`src/rtl/pdbc_pkg.sv`:
```
`timescale 1ns / 1ps
`default_nettype none
// ----------------------------------------------------------------------------
// pdbc_pkg
// Types and constants for the pill drop beam counter: phase codes, status
// codes, request codes and configuration register indexes.
// ----------------------------------------------------------------------------
package pdbc_pkg;

    localparam int CFG_INDEX_W = 3;
    localparam int CFG_DATA_W  = 16;
    localparam int ADC_W       = 12;
    localparam int TARGET_W    = 8;
    localparam int SEEN_W      = 8;
    localparam int LIMIT_W     = 16;
    localparam int RETRY_LIM_W = 3;
    localparam int RETRY_W     = 4;

    typedef enum logic [2:0] {
        PH_IDLE   = 3'd0,
        PH_WHEEL  = 3'd1,
        PH_COUNT  = 3'd2,
        PH_REWIND = 3'd3,
        PH_OPEN   = 3'd4
    } phase_t;

    typedef enum logic [1:0] {
        ST_NONE  = 2'd0,
        ST_OK    = 2'd1,
        ST_STUCK = 2'd2,
        ST_RETRY = 2'd3
    } status_t;

    localparam logic REQ_TICK  = 1'b0;
    localparam logic REQ_START = 1'b1;

    localparam logic [CFG_INDEX_W-1:0] CFG_BEAM_THRESHOLD = 3'd0;
    localparam logic [CFG_INDEX_W-1:0] CFG_WHEEL_TICKS    = 3'd1;
    localparam logic [CFG_INDEX_W-1:0] CFG_QUIET_TICKS    = 3'd2;
    localparam logic [CFG_INDEX_W-1:0] CFG_REWIND_TICKS   = 3'd3;
    localparam logic [CFG_INDEX_W-1:0] CFG_OPEN_TICKS     = 3'd4;
    localparam logic [CFG_INDEX_W-1:0] CFG_RETRY_LIMIT    = 3'd5;

    localparam logic [ADC_W-1:0]       RST_BEAM_THRESHOLD = 12'd2048;
    localparam logic [LIMIT_W-1:0]     RST_WHEEL_TICKS    = 16'd500;
    localparam logic [LIMIT_W-1:0]     RST_QUIET_TICKS    = 16'd1000;
    localparam logic [LIMIT_W-1:0]     RST_REWIND_TICKS   = 16'd2000;
    localparam logic [LIMIT_W-1:0]     RST_OPEN_TICKS     = 16'd1000;
    localparam logic [RETRY_LIM_W-1:0] RST_RETRY_LIMIT    = 3'd3;

endpackage
`default_nettype wire

```
`src/rtl/pill_drop_beam_counter_core.sv`:
```
`timescale 1ns / 1ps
`default_nettype none
// ----------------------------------------------------------------------------
// pill_drop_beam_counter_core
// Dispense sequencer: wheel pulse, beam counting window with quiet timeout,
// tray rewind on overcount, tray open on exact count.
// ----------------------------------------------------------------------------
// Output: registered, valid in the cycle after the request is accepted.
// Throughput: 1 request per cycle unless the result stalls; the phase update
//   and the result register load happen in the accept cycle, in_ready is
//   high while the result register is empty or being drained by out_ready.
// Reset: phase idle, counters cleared, config registers at their defaults,
//   no result pending. Ready right after reset; no clearing pass.
module pill_drop_beam_counter_core #(
    parameter int TICK_WIDTH  = 16,
    parameter int COUNT_WIDTH = 8
) (
    input  wire logic                               clk,
    input  wire logic                               rst_n,

    input  wire logic                               cfg_wen,
    input  wire logic [pdbc_pkg::CFG_INDEX_W-1:0]   cfg_index,
    input  wire logic [pdbc_pkg::CFG_DATA_W-1:0]    cfg_data,

    input  wire logic                               in_valid,
    output logic                                    in_ready,
    input  wire logic                               req_type,
    input  wire logic [pdbc_pkg::TARGET_W-1:0]      pill_target,
    input  wire logic [pdbc_pkg::ADC_W-1:0]         adc_sample,

    output logic                                    out_valid,
    input  wire logic                               out_ready,
    output logic                                    wheel_drive,
    output logic                                    rewind_drive,
    output logic                                    open_drive,
    output logic                                    busy_res,
    output logic                                    finished,
    output logic [1:0]                              status,
    output logic [pdbc_pkg::SEEN_W-1:0]             pills_seen
);
    import pdbc_pkg::*;

    localparam int CMP_W = (TICK_WIDTH > LIMIT_W) ? TICK_WIDTH : LIMIT_W;
    localparam logic [TICK_WIDTH-1:0]  TICK_MAX  = '1;
    localparam logic [COUNT_WIDTH-1:0] COUNT_MAX = '1;

    // configuration
    logic [ADC_W-1:0]       thr_reg;
    logic [LIMIT_W-1:0]     wheel_lim_reg;
    logic [LIMIT_W-1:0]     quiet_lim_reg;
    logic [LIMIT_W-1:0]     rewind_lim_reg;
    logic [LIMIT_W-1:0]     open_lim_reg;
    logic [RETRY_LIM_W-1:0] retry_lim_reg;

    // sequencer state
    phase_t                 phase_reg,  phase_next;
    logic [TICK_WIDTH-1:0]  ticks_reg,  ticks_next;
    logic [COUNT_WIDTH-1:0] count_reg,  count_next;
    logic [COUNT_WIDTH-1:0] target_reg, target_next;
    logic                   blocked_reg, blocked_next;
    logic [RETRY_W-1:0]     retry_reg,  retry_next;

    // result register
    logic                   out_valid_reg;
    logic                   wheel_reg,  wheel_next;
    logic                   rewind_reg, rewind_next;
    logic                   open_reg,   open_next;
    logic                   busy_reg,   busy_next;
    logic                   fin_reg,    fin_next;
    status_t                st_reg,     st_next;
    logic [SEEN_W-1:0]      seen_reg,   seen_next;

    logic                   in_acc;
    logic [TICK_WIDTH-1:0]  ticks_inc;
    logic                   beam_blk;

    assign in_ready  = !out_valid_reg || out_ready;
    assign in_acc    = in_valid && in_ready;
    assign ticks_inc = (ticks_reg == TICK_MAX) ? ticks_reg : ticks_reg + 1'b1;
    assign beam_blk  = adc_sample < thr_reg;

    always_ff @(posedge clk or negedge rst_n)
    begin
        if (!rst_n)
        begin
            thr_reg        <= RST_BEAM_THRESHOLD;
            wheel_lim_reg  <= RST_WHEEL_TICKS;
            quiet_lim_reg  <= RST_QUIET_TICKS;
            rewind_lim_reg <= RST_REWIND_TICKS;
            open_lim_reg   <= RST_OPEN_TICKS;
            retry_lim_reg  <= RST_RETRY_LIMIT;
        end
        else if (cfg_wen)
        begin
            case (cfg_index)
                CFG_BEAM_THRESHOLD: thr_reg        <= cfg_data[ADC_W-1:0];
                CFG_WHEEL_TICKS:    wheel_lim_reg  <= cfg_data[LIMIT_W-1:0];
                CFG_QUIET_TICKS:    quiet_lim_reg  <= cfg_data[LIMIT_W-1:0];
                CFG_REWIND_TICKS:   rewind_lim_reg <= cfg_data[LIMIT_W-1:0];
                CFG_OPEN_TICKS:     open_lim_reg   <= cfg_data[LIMIT_W-1:0];
                CFG_RETRY_LIMIT:    retry_lim_reg  <= cfg_data[RETRY_LIM_W-1:0];
                default:            ;
            endcase
        end
    end

    // next state
    always_comb
    begin
        phase_next   = phase_reg;
        ticks_next   = ticks_reg;
        count_next   = count_reg;
        target_next  = target_reg;
        blocked_next = blocked_reg;
        retry_next   = retry_reg;
        fin_next     = 1'b0;
        st_next      = ST_NONE;
        if (in_acc)
        begin
            if (req_type == REQ_START)
            begin
                if (phase_reg == PH_IDLE)
                begin
                    target_next  = COUNT_WIDTH'(pill_target);
                    count_next   = '0;
                    retry_next   = '0;
                    blocked_next = 1'b0;
                    ticks_next   = '0;
                    phase_next   = (COUNT_WIDTH'(pill_target) == '0) ? PH_OPEN : PH_WHEEL;
                end
            end
            else
            begin
                case (phase_reg)
                    PH_IDLE: ;
                    PH_WHEEL:
                    begin
                        ticks_next = ticks_inc;
                        if (CMP_W'(ticks_inc) >= CMP_W'(wheel_lim_reg))
                        begin
                            phase_next = PH_COUNT;
                            ticks_next = '0;
                        end
                    end
                    PH_COUNT:
                    begin
                        if (beam_blk != blocked_reg)
                        begin
                            blocked_next = beam_blk;
                            if (beam_blk && count_reg != COUNT_MAX)
                                count_next = count_reg + 1'b1;
                            ticks_next = '0;
                        end
                        else
                        begin
                            ticks_next = ticks_inc;
                            if (CMP_W'(ticks_inc) >= CMP_W'(quiet_lim_reg))
                            begin
                                ticks_next = '0;
                                if (blocked_reg)
                                begin
                                    phase_next = PH_IDLE;
                                    fin_next   = 1'b1;
                                    st_next    = ST_STUCK;
                                end
                                else if (count_reg > target_reg)
                                begin
                                    count_next = '0;
                                    retry_next = retry_reg + 1'b1;
                                    phase_next = PH_REWIND;
                                end
                                else if (count_reg < target_reg)
                                    phase_next = PH_WHEEL;
                                else
                                    phase_next = PH_OPEN;
                            end
                        end
                    end
                    PH_REWIND:
                    begin
                        ticks_next = ticks_inc;
                        if (CMP_W'(ticks_inc) >= CMP_W'(rewind_lim_reg))
                        begin
                            ticks_next = '0;
                            if (retry_reg > RETRY_W'(retry_lim_reg))
                            begin
                                phase_next = PH_IDLE;
                                fin_next   = 1'b1;
                                st_next    = ST_RETRY;
                            end
                            else
                                phase_next = PH_WHEEL;
                        end
                    end
                    PH_OPEN:
                    begin
                        ticks_next = ticks_inc;
                        if (CMP_W'(ticks_inc) >= CMP_W'(open_lim_reg))
                        begin
                            ticks_next = '0;
                            phase_next = PH_IDLE;
                            fin_next   = 1'b1;
                            st_next    = ST_OK;
                        end
                    end
                    default: phase_next = PH_IDLE;
                endcase
            end
        end
    end

    // result fields from the updated state
    always_comb
    begin
        wheel_next  = 1'b0;
        rewind_next = 1'b0;
        open_next   = 1'b0;
        busy_next   = 1'b1;
        case (phase_next)
            PH_IDLE:   busy_next   = 1'b0;
            PH_WHEEL:  wheel_next  = 1'b1;
            PH_COUNT:  ;
            PH_REWIND: rewind_next = 1'b1;
            PH_OPEN:   open_next   = 1'b1;
            default:   busy_next   = 1'b1;
        endcase
        seen_next = SEEN_W'(count_next);
    end

    always_ff @(posedge clk or negedge rst_n)
    begin
        if (!rst_n)
        begin
            phase_reg     <= PH_IDLE;
            ticks_reg     <= '0;
            count_reg     <= '0;
            target_reg    <= '0;
            blocked_reg   <= 1'b0;
            retry_reg     <= '0;
            out_valid_reg <= 1'b0;
        end
        else
        begin
            phase_reg   <= phase_next;
            ticks_reg   <= ticks_next;
            count_reg   <= count_next;
            target_reg  <= target_next;
            blocked_reg <= blocked_next;
            retry_reg   <= retry_next;
            if (in_acc)
                out_valid_reg <= 1'b1;
            else if (out_ready)
                out_valid_reg <= 1'b0;
        end
    end

    always_ff @(posedge clk)
    begin
        if (in_acc)
        begin
            wheel_reg  <= wheel_next;
            rewind_reg <= rewind_next;
            open_reg   <= open_next;
            busy_reg   <= busy_next;
            fin_reg    <= fin_next;
            st_reg     <= st_next;
            seen_reg   <= seen_next;
        end
    end

    assign out_valid    = out_valid_reg;
    assign wheel_drive  = wheel_reg;
    assign rewind_drive = rewind_reg;
    assign open_drive   = open_reg;
    assign busy_res     = busy_reg;
    assign finished     = fin_reg;
    assign status       = st_reg;
    assign pills_seen   = seen_reg;

    // a wheel, count or rewind phase only exists with a nonzero target
    a_target_nonzero: assert property (@(posedge clk) disable iff (!rst_n)
        (phase_reg == PH_WHEEL || phase_reg == PH_COUNT || phase_reg == PH_REWIND)
        |-> target_reg != '0)
        else $error("drive phase with zero target");

    a_fin_status: assert property (@(posedge clk) disable iff (!rst_n)
        (out_valid_reg && fin_reg) |-> (st_reg != ST_NONE && !busy_reg))
        else $error("finish without status or while busy");

    a_status_only_on_fin: assert property (@(posedge clk) disable iff (!rst_n)
        (out_valid_reg && !fin_reg) |-> st_reg == ST_NONE)
        else $error("status reported without finish");

    a_drive_busy: assert property (@(posedge clk) disable iff (!rst_n)
        (out_valid_reg && (wheel_reg || rewind_reg || open_reg)) |-> busy_reg)
        else $error("drive active while not busy");

    a_idle_quiet: assert property (@(posedge clk) disable iff (!rst_n)
        (in_acc && phase_reg == PH_IDLE && req_type == REQ_TICK)
        |=> (phase_reg == PH_IDLE && !fin_reg))
        else $error("idle tick changed phase");

endmodule
`default_nettype wire
```
`config.mk`:
```
export PLATFORM = sky130hd
export DESIGN_NAME = pill_drop_beam_counter_core
export DESIGN_NICKNAME = d
export VERILOG_FILES = /design/src/rtl/pdbc_pkg.sv /design/src/rtl/pill_drop_beam_counter_core.sv
export SDC_FILE = /design/constraint.sdc
export NUM_CORES = 1
export LEC_CHECK = 0
export BUFFER_PORTS_ARGS = -buffer_cell sky130_fd_sc_hd__buf_2
export CAP_MARGIN = 10
export CORE_MARGIN = 4
export CORE_UTILIZATION = 50
export CTS_CLUSTER_DIAMETER = 30
export CTS_CLUSTER_SIZE = 40
export DETAILED_ROUTE_END_ITERATION = 10
export GPL_TIMING_DRIVEN = 0
export PLACE_DENSITY_LB_ADDON = 0.3
export SYNTH_ARGS = -nofsm -noshare
export SYNTH_HDL_FRONTEND = slang
export SYNTH_SLANG_ARGS = --single-unit
export TNS_END_PERCENT = 30
```
`constraint.sdc`:
```
create_clock -name clk -period 5.15 [get_ports clk]
set_input_delay 0.515 -clock clk [delete_from_list [all_inputs] [get_ports clk]]
set_output_delay 0.515 -clock clk [all_outputs]
set_load 0.01 [all_outputs]
```
# Yosys cells after proc, flatten, opt, wreduce, memory -nomap -nowiden
# Index checks and enable logic that the tools add are counted.
[word_totals]
regBits = 135
input_bits = 45
output_inout_bits = 17
wordCells = 136
[classes]
n_addsub = 3
magnitude_cmp = 8
eq_ne = 18
n_mux = 63
reduce_logical = 24
[op_table]
columns = ["cell", "n"]
rows = [
  ["2-to-1 mux 16 bit", 8],
  ["2-to-1 mux 8 bit", 9],
  [">= comparator 16 bit", 4],
  ["case mux 16 bit (4 select lines)", 1],
  ["2-to-1 mux 3 bit", 12],
  ["2-to-1 mux 4 bit", 7],
  ["2-to-1 mux 1 bit", 18],
  ["adder 16 x 1 -> 16 bit, second input constant", 1],
  ["== test 16 bit, second input constant", 1],
  ["== test 3 x 2 -> 1 bit, second input constant", 5],
  ["case mux 3 bit (5 select lines)", 1],
  ["== test 3 bit, second input constant", 4],
  ["less-than comparator 12 bit", 1],
  ["AND reduction 2 bit", 6],
  ["2-to-1 mux 2 bit", 5],
  ["nonzero test 2 bit", 5],
  ["== test 3 x 1 -> 1 bit, second input constant", 3],
  ["logical NOT 3 bit", 3],
  ["adder 8 x 1 -> 8 bit, second input constant", 1],
  ["> comparator 8 bit", 1],
  ["logical NOT 8 bit", 1],
  ["less-than comparator 8 bit", 1],
  ["!= test 8 bit, second input constant", 1],
  ["AND reduction 7 bit", 1],
  ["other kinds (13)", 16],
]

# Longest topological paths before layout
# Gate-level depths: netlist of the first run.
[logic_depth]
word_depth = 11
ltp_mapped = 18
depth_no_buf = 16

# Worst setup path after synthesis of the first run
# Ideal clock, no wire load.
[synth_path]
path_type = "register -> register"
startpoint = "register ticks_reg[3]"
endpoint = "register open_reg (netlist: open_drive) (data pin)"
setup_time_ns = 0.255
arrival_time_ns = 3.618
required_ns = 4.895
setup_slack_ns = 1.277
stages_incl_launch_ff = 16
n_path_buf = 1
synth_period_minus_slack_ns = 3.873
cell_sequence = "dfrtp_1 and4_1 nand4_1 or3_1 buf_2 and3_2 nand4_1 xnor2_1 ha_1 nand4_1 o31ai_1 a211oi_4 or4b_1 and3_1 nor2b_1 and2_1"
[synth_between]
elab_chain_len = 10
elab_cells_between_ends = 17
classes_between = "add/sub: 1; order compare: 4; eq/ne: 2; mux: 10"
[synth_lines]
columns = ["element", "line_no", "rtl"]
rows = [
  ["start, declared", "pill_drop_beam_counter_core.sv:57", "logic [TICK_WIDTH-1:0] ticks_reg, ticks_next;"],
  ["start signal, assigned", "pill_drop_beam_counter_core.sv:245", "ticks_reg <= ticks_next;"],
  ["adder 16 x 1 -> 16 bit / == test 16 bit (equally long branches)", "pill_drop_beam_counter_core.sv:79", "assign ticks_inc = (ticks_reg == TICK_MAX) ? ticks_reg : ticks_reg + 1'b1;"],
  ["2-to-1 mux 16 bit (*)", "pill_drop_beam_counter_core.sv:79", ""],
  [">= comparator 16 bit", "pill_drop_beam_counter_core.sv:157", "if (CMP_W'(ticks_inc) >= CMP_W'(quiet_lim_reg))"],
  ["2-to-1 mux 3 bit", "pill_drop_beam_counter_core.sv:157", ""],
  ["2-to-1 mux 3 bit", "pill_drop_beam_counter_core.sv:147", "if (beam_blk != blocked_reg)"],
  ["case mux 3 bit (5 select lines) (*)", "pill_drop_beam_counter_core.sv:134", "case (phase_reg)"],
  ["2-to-1 mux 3 bit (*)", "pill_drop_beam_counter_core.sv:120", "if (req_type == REQ_START)"],
  ["2-to-1 mux 3 bit (*)", "pill_drop_beam_counter_core.sv:118", "if (in_acc)"],
  ["== test 3 bit (*)", "pill_drop_beam_counter_core.sv:219", "case (phase_next)"],
  ["2-to-1 mux 1 bit (*)", "pill_drop_beam_counter_core.sv:219", ""],
  ["via open_next", "pill_drop_beam_counter_core.sv:67", "logic open_reg, open_next;"],
  ["end signal, assigned", "pill_drop_beam_counter_core.sv:263", "open_reg <= open_next;"],
  ["end, declared", "pill_drop_beam_counter_core.sv:67", ""],
]
# The timed path passes the listed nets; every way through them passes the cells marked *.
# A chain may end at the register's enable or synchronous reset.

# Worst setup path in the final report of the first run
[layout_path]
startpoint = "register ticks_reg[3]"
endpoint = "register seen_reg[1] (netlist: pills_seen[1]) (data pin)"
[layout_between]
elab_chain_len = 8
elab_cells_between_ends = 9
classes_between = "add/sub: 1; order compare: 1; eq/ne: 1; mux: 6"
[layout_lines]
columns = ["element", "line_no", "rtl"]
rows = [
  ["adder 16 x 1 -> 16 bit / == test 16 bit (equally long branches)", "pill_drop_beam_counter_core.sv:79", ""],
  ["2-to-1 mux 16 bit (*)", "pill_drop_beam_counter_core.sv:79", ""],
  [">= comparator 16 bit (*)", "pill_drop_beam_counter_core.sv:157", ""],
  ["2-to-1 mux 8 bit (*)", "pill_drop_beam_counter_core.sv:157", ""],
  ["2-to-1 mux 8 bit (*)", "pill_drop_beam_counter_core.sv:147", ""],
  ["2-to-1 mux 8 bit (*)", "pill_drop_beam_counter_core.sv:134", ""],
  ["2-to-1 mux 8 bit (*)", "pill_drop_beam_counter_core.sv:120", ""],
  ["2-to-1 mux 8 bit (*)", "pill_drop_beam_counter_core.sv:118", ""],
  ["via count_next[1]", "pill_drop_beam_counter_core.sv:58", "logic [COUNT_WIDTH-1:0] count_reg, count_next;"],
  ["end signal, assigned", "pill_drop_beam_counter_core.sv:267", "seen_reg <= seen_next;"],
  ["end, declared", "pill_drop_beam_counter_core.sv:71", "logic [SEEN_W-1:0] seen_reg, seen_next;"],
]
# Marks and branches as above.

==> results of run 1 <==
## critical path: stages, from the launching register on
cell,delay [ns]
dfrtp_1,0.46
and4_1,0.26
nand4_1,0.14
or3_1,0.37
buf_2,0.20
xnor2_2,0.40
ha_1,0.31
nand2b_1,0.13
a2111oi_0,0.59
o31ai_1,0.25
a211oi_4,0.53
nor4_4,0.12
nor2_1,0.31
a21oi_1,0.15
o21ai_0,0.25
## logic make-up (layout without fill, tap and decap cells)
kind of cell	Yosys count	count (layout)
AOI/OAI and AO/OA	202	202
buffers and inverters	113	207
xor gates and xnor gates	5	5
and+or+nand+nor	270	270
muxes	25	25
DFF	135	135
adders and majority gates	89	89
## cells in the final DEF (no fill, tap or decap), types with 3 or more instances in the layout
cell       netlist  final
nor3_1          12     12
buf_2            1     61
and4_1           3      3
a31oi_1          6      6
xor2_1           3      3
a21oi_1         45     45
dfstp_2         27     27
and2_1           3      3
clkinv_4         0      3
o31ai_1          3      3
clkbuf_8         2      4
nor2b_1          6      6
clkbuf_16        0     17
nand3_1         20     20
or2_2            7      7
dfrtp_1         93     93
nand2b_1         9      9
nor4_1           3      3
bufinv_16        0      5
inv_1           92     92
a2bb2oi_1        3      3
a21o_1          14     14
a211oi_1         4      4
a22o_1           6      6
nand2_1        122    122
clkbuf_1        17     19
ha_1            89     89
nor3b_1          3      3
or3_1            7      7
o21ai_0         83     83
o21a_1          10     10
and3_1           4      4
nand4_1         14     14
mux2_2          25     25
nor2_1          40     40
edfxtp_1        15     15
## metal layers
layer | vias to the layer above | track usage, % | part of all wire, %
met5 | - | 0 | 0
met3 | 19 | 4.58 | 4.6
met1 | 3039 | 27.8 | 46
met4 | 0 | 5.37 | 1.2
met2 | 166 | 34.4 | 48
li1 | 3106 | - | -
## layout make-up
type	instances	area, µm²	area share (%)
timing repair buffer	62	339	3.67
tap	211	264	2.86
clock buffer	21	460	4.99
buffer	21	108	1.17
sequential	135	3490	37.8
clock inverter	11	196	2.13
multi-input combinational	591	4030	43.7
inverter	92	345	3.74
## final timing paths
path                                                end  slack (ns)
hold reg to reg               target_reg[0]$_DFFE_PN0P_        0.49
min in group clk              target_reg[0]$_DFFE_PN0P_        0.29
setup reg to reg                pills_seen[1]$_DFFE_PP_        0.46
hold / removal                   count_reg[3]$_DFF_PN0_        0.01
setup / recovery                pills_seen[1]$_DFFE_PP_        0.46
max in group asynchronous  quiet_lim_reg[3]$_DFFE_PN1P_        4.38
## repair_timing
| action | in CTS | in global routing |
|---|---|---|
| hold buffers | 0 | 0 |
| setup endpoints to repair | 0 | 3 |
| resized for setup | 0 | 1 |
## power by group
part           internal, W  total [W]  switching (W)
sequential         0.00132    0.00141      0.0000967
combinational     0.000364   0.000898       0.000534
clock             0.000886    0.00136       0.000475
total              0.00257    0.00367        0.00111
## stage by stage
stage               power, W  std cells  instance area [µm²]  hold slack [ns]  setup WS (ns)
floorplan            0.00204        839                 7970            0.219           1.28
global placement     0.00228       1111                 8530            0.471          0.311
detailed placement   0.00231       1112                 8570            0.469          0.307
CTS                  0.00368       1144                 9230           0.0197          0.238
global route         0.00391       1144                 9230           0.0413          0.148
finish               0.00367       1144                 9230           0.0112          0.459
==> run metrics, run 1 <==
status completed; CTS Sinks 135; Critical Path Start Type flip-flop; type of the worst setup path flip-flop to flip-flop; Tot GR Track Use 20.8%; P&R area growth vs syn 15.9%; 1st-iter DRT viols 559; GRT overflow 0; Remaining DRCs 0; top cell type's share of synthesized area 29.2%; I/O pin total 62; mux contribution to synthesized area 3.53%; Worst Skew 0.0148 ns; MaxCap Viol Count 0; H-Tree Depth 4; relative slew slack 39.0%; Worst EP required 5.38 ns; DRT antenna net count 0; power per standard cell area 398 mW/mm²; asr flop ratio synth 88.9%; xor/xnor share of the synthesized area 0.550%; ys flop type dfrtp_1; die width 134 µm; fin. max-slew vios 0; Fmax 0.213 GHz; Synth area leaders dfrtp_1, ha_1, dfstp_2, nand2_1, edfxtp_1; Placement Rows 45; largest family of logic cells by synthesized area simple AND/OR/NAND/NOR gates; CTS Buf Count 17; CTS tree yes; worst slew pin tran 0.916 ns; Hold/Removal Path Class input pin to async pin; crit path time final 4.69 ns; CP arrival 4.93 ns; depth of the worst register-to-register path 14; Post-Synth Adder-Cell Area 14.0%; Die Span Y 134 µm; Ys Warns 0; peak supply drop 0.000231 V; worst skew pair latency 0.43 ns; core area 0.0154 mm²; First-pass DRT Iterations 6; Post-synth EDFFs 15; IO buf count 61; largest net degree at the start of global routing 78; # nets final 1054; Initial Util 51.6%; layout cells sized above 1 18.8%; first-pass GRT wire length 30000 µm; Compound-Gate Fraction of Synth Area 16.0%; Synthesized Nets 973; final hold violations 0; Synth Area in Simple Gates 16.5%; drt wl/cell 15.7 µm; maximum root-to-sink buffer count 2; crit path capture type flip-flop; placed wire-length estimate 13300 µm; Post-Route Utilization 59.8%; commonest cells in the netlist nand2_1, dfrtp_1, inv_1, ha_1, o21ai_0; #FFs+latches synth 135; detailed-route vias per instance 5.53; Synth Instances 839; n_diodes 0; fill count 1335; Pleak 4.37 nW; fin crit share 91.1%; Die Area 0.0180 mm²; final setup fails 0; Worst-path clk slew 0.06 ns; count leader, synth nand2_1; worst reg2reg path startpoint ticks_reg[3]$_DFFE_PN0P_; vias in the first global route 6205; Placer Congestion 0.877; DRT Wirelength 18000 µm; CP Max Fanout 10; CTS Root Cell clkbuf_16; vias 6330; Post-CTS Setup Inserts 0; Mapped Area 0.00797 mm²; RSZ-0062 raised after global routing no; total negative setup slack 0 ns; syn avg cell area 9.49 µm²; sequential area share after synthesis 43.8%; largest area contributor in the netlist dfrtp_1; initial antenna violation count 0; Critical Path Source ticks_reg[3]$_DFFE_PN0P_; synth unique cells 71
Note: power is estimated with default switching activity, not from simulation.
==> inputs of run 2 (changes only) <==
==> constraint.sdc (replaced) <==
create_clock -name clk -period 5.53 [get_ports clk]
set_input_delay 0.553 -clock clk [delete_from_list [all_inputs] [get_ports clk]]
set_output_delay 0.553 -clock clk [all_outputs]
set_load 0.01 [all_outputs]
==> run 2 against run 1 <==
  * Worst hold slack improved by 0.041 ns
  * Register-to-register slack improved by 0.11 ns
  * Global-route usage did not move
  * Clock skew is 0.0019 ns lower
  * Clock-buffer cell count did not move
  * Power shrank 6.9%
  * Highest routed layer unchanged
==> run metrics, run 2 (synthesis results as in run 1) <==
CP Max Fanout 10 (unchanged); MaxCap Viol Count 0 (unchanged); Tot GR Track Use 20.8% (unchanged); crit path capture type flip-flop (unchanged); first-pass GRT wire length 30000 µm (unchanged); IO buf count 61 (unchanged); Worst Skew 0.0129 ns (was 0.0148 ns); # nets final 1054 (unchanged); Pleak 4.36 nW (was 4.37 nW); crit path time final 4.97 ns (was 4.69 ns); final setup fails 0 (unchanged); worst skew pair latency 0.43 ns (about the same); Placement Rows 45 (unchanged); DRT Wirelength 17900 µm (was 18000 µm); die width 134 µm (unchanged); type of the worst setup path flip-flop to flip-flop (unchanged); area of the multi-input gates 0.00403 mm² (about the same); RSZ-0062 raised after global routing no (unchanged); # resized after CTS 0 (unchanged); DRT antenna net count 0 (unchanged); core area 0.0154 mm² (unchanged); Placer Congestion 0.877 (unchanged); Die Area 0.0180 mm² (unchanged); Die Span Y 134 µm (unchanged); Worst EP required 5.76 ns (was 5.38 ns); Storage cell area 0.00349 mm² (unchanged); Hold/Removal Path Class input pin to async pin (unchanged); status completed (unchanged); CP arrival 5.20 ns (was 4.93 ns); Hold Buf Count CTS 0 (unchanged); worst reg2reg path startpoint ticks_reg[3]$_DFFE_PN0P_ (unchanged); worst hold slack 0.0519 ns (was 0.0112 ns); H-Tree Depth 4 (unchanged); maximum root-to-sink buffer count 2 (unchanged); power per standard cell area 371 mW/mm² (was 398 mW/mm²); Fmax 0.201 GHz (was 0.213 GHz); CTS Buf Count 17 (unchanged); P&R area growth vs syn 15.8% (was 15.9%); Critical Path Start Type flip-flop (unchanged); fill count 1338 (was 1335); CTS tree yes (unchanged); commonest non-fill, non-tap cell in the layout nand2_1 (unchanged); Post-CTS Setup Inserts 0 (unchanged); detailed-route vias per instance 5.54 (was 5.53); initial antenna violation count 0 (unchanged); relative slew slack 39.4% (was 39.0%); Initial Util 51.6% (unchanged); largest net degree at the start of global routing 78 (unchanged); CTS Root Cell clkbuf_16 (unchanged); peak supply drop 0.000214 V (was 0.000231 V); layout cells sized above 1 18.6% (was 18.8%); worst slew pin tran 0.910 ns (was 0.916 ns); drt wl/cell 15.7 µm (about the same); commonest non-fill, non-tap cells in the layout nand2_1, dfrtp_1, inv_1, ha_1, o21ai_0 (unchanged); vias in the first global route 6205 (unchanged); fin. max-slew vios 0 (unchanged); Worst-path clk slew 0.06 ns (about the same); final hold violations 0 (unchanged); I/O pin total 62 (unchanged); GRT overflow 0 (unchanged); CTS Sinks 135 (unchanged); 1st-iter DRT viols 570 (was 559); Critical Path Source ticks_reg[3]$_DFFE_PN0P_ (unchanged); n_diodes 0 (unchanged); vias 6338 (was 6330); fin crit share 89.8% (was 91.1%); First-pass DRT Iterations 5 (was 6); Remaining DRCs 0 (unchanged); placed wire-length estimate 13300 µm (unchanged); total negative setup slack 0 ns (unchanged)
==> run 2: changes by cell type in the layout (fill, tap and decap cells not counted) <==
cell     before  now
xnor2_2       1    0
xnor2_1       1    2
==> run 2: worst max-delay path, stage by stage (launching register included) <==
cell and delay [ns]:
dfrtp_1 0.47, and4_1 0.26, nand4_1 0.14, or3_1 0.37
buf_2 0.20, xnor2_1 0.62, ha_1 0.36, nand2b_1 0.13
a2111oi_0 0.59, o31ai_1 0.26, a211oi_4 0.53, nor4_4 0.12
nor2_1 0.31, a21oi_1 0.15, o21ai_0 0.25
==> run 2: per-stage QoR <==
| step | util, % | setup WS, ns | instance area [µm²] | total power [W] | std cells |
|---|---|---|---|---|---|
| after floorplan | - | 1.66 | 7970 | 0.00190 | 839 |
| after global placement | 55.3 | 0.691 | 8530 | 0.00212 | 1111 |
| after detailed placement | 55.5 | 0.687 | 8570 | 0.00215 | 1112 |
| after CTS | 59.8 | 0.618 | 9230 | 0.00343 | 1144 |
| after global routing | 59.8 | 0.289 | 9230 | 0.00363 | 1144 |
| final | 59.8 | 0.565 | 9230 | 0.00342 | 1144 |
==> run 2: final timing paths <==
check | to | slack (ns) | cells after the start
setup / recovery | pills_seen[1]$_DFFE_PP_ | 0.56 | 14
setup reg to reg | pills_seen[1]$_DFFE_PP_ | 0.56 | 14
max in group asynchronous | quiet_lim_reg[3]$_DFFE_PN1P_ | 4.72 | 2
hold / removal | count_reg[3]$_DFF_PN0_ | 0.05 | 1
hold reg to reg | target_reg[0]$_DFFE_PN0P_ | 0.49 | 2
min in group clk | target_reg[0]$_DFFE_PN0P_ | 0.33 | 3
==> run 2: routing by layer <==
layer | GRT usage, % | up-vias | routed length, µm
li1 | - | 3106 | -
met3 | 4.58 | 35 | 819
met5 | 0 | - | 0
met4 | 5.37 | 0 | 296
met1 | 27.8 | 3023 | 8320
met2 | 34.4 | 174 | 8500
==> run 2: layout make-up <==
class	count	area share [%]
Clock inverter	11	2.13
Multi-Input combinational cell	591	43.6
Sequential cell	135	37.8
Buffer	21	1.17
Clock buffer	21	4.99
Timing Repair Buffer	62	3.68
Tap cell	211	2.86
Inverter	92	3.74
==> run 2: where the power goes <==
group	internal, W	switching [W]
clock	0.000825	0.000442
combinational	0.000337	0.000498
sequential	0.00123	0.0000897
total	0.00239	0.00103
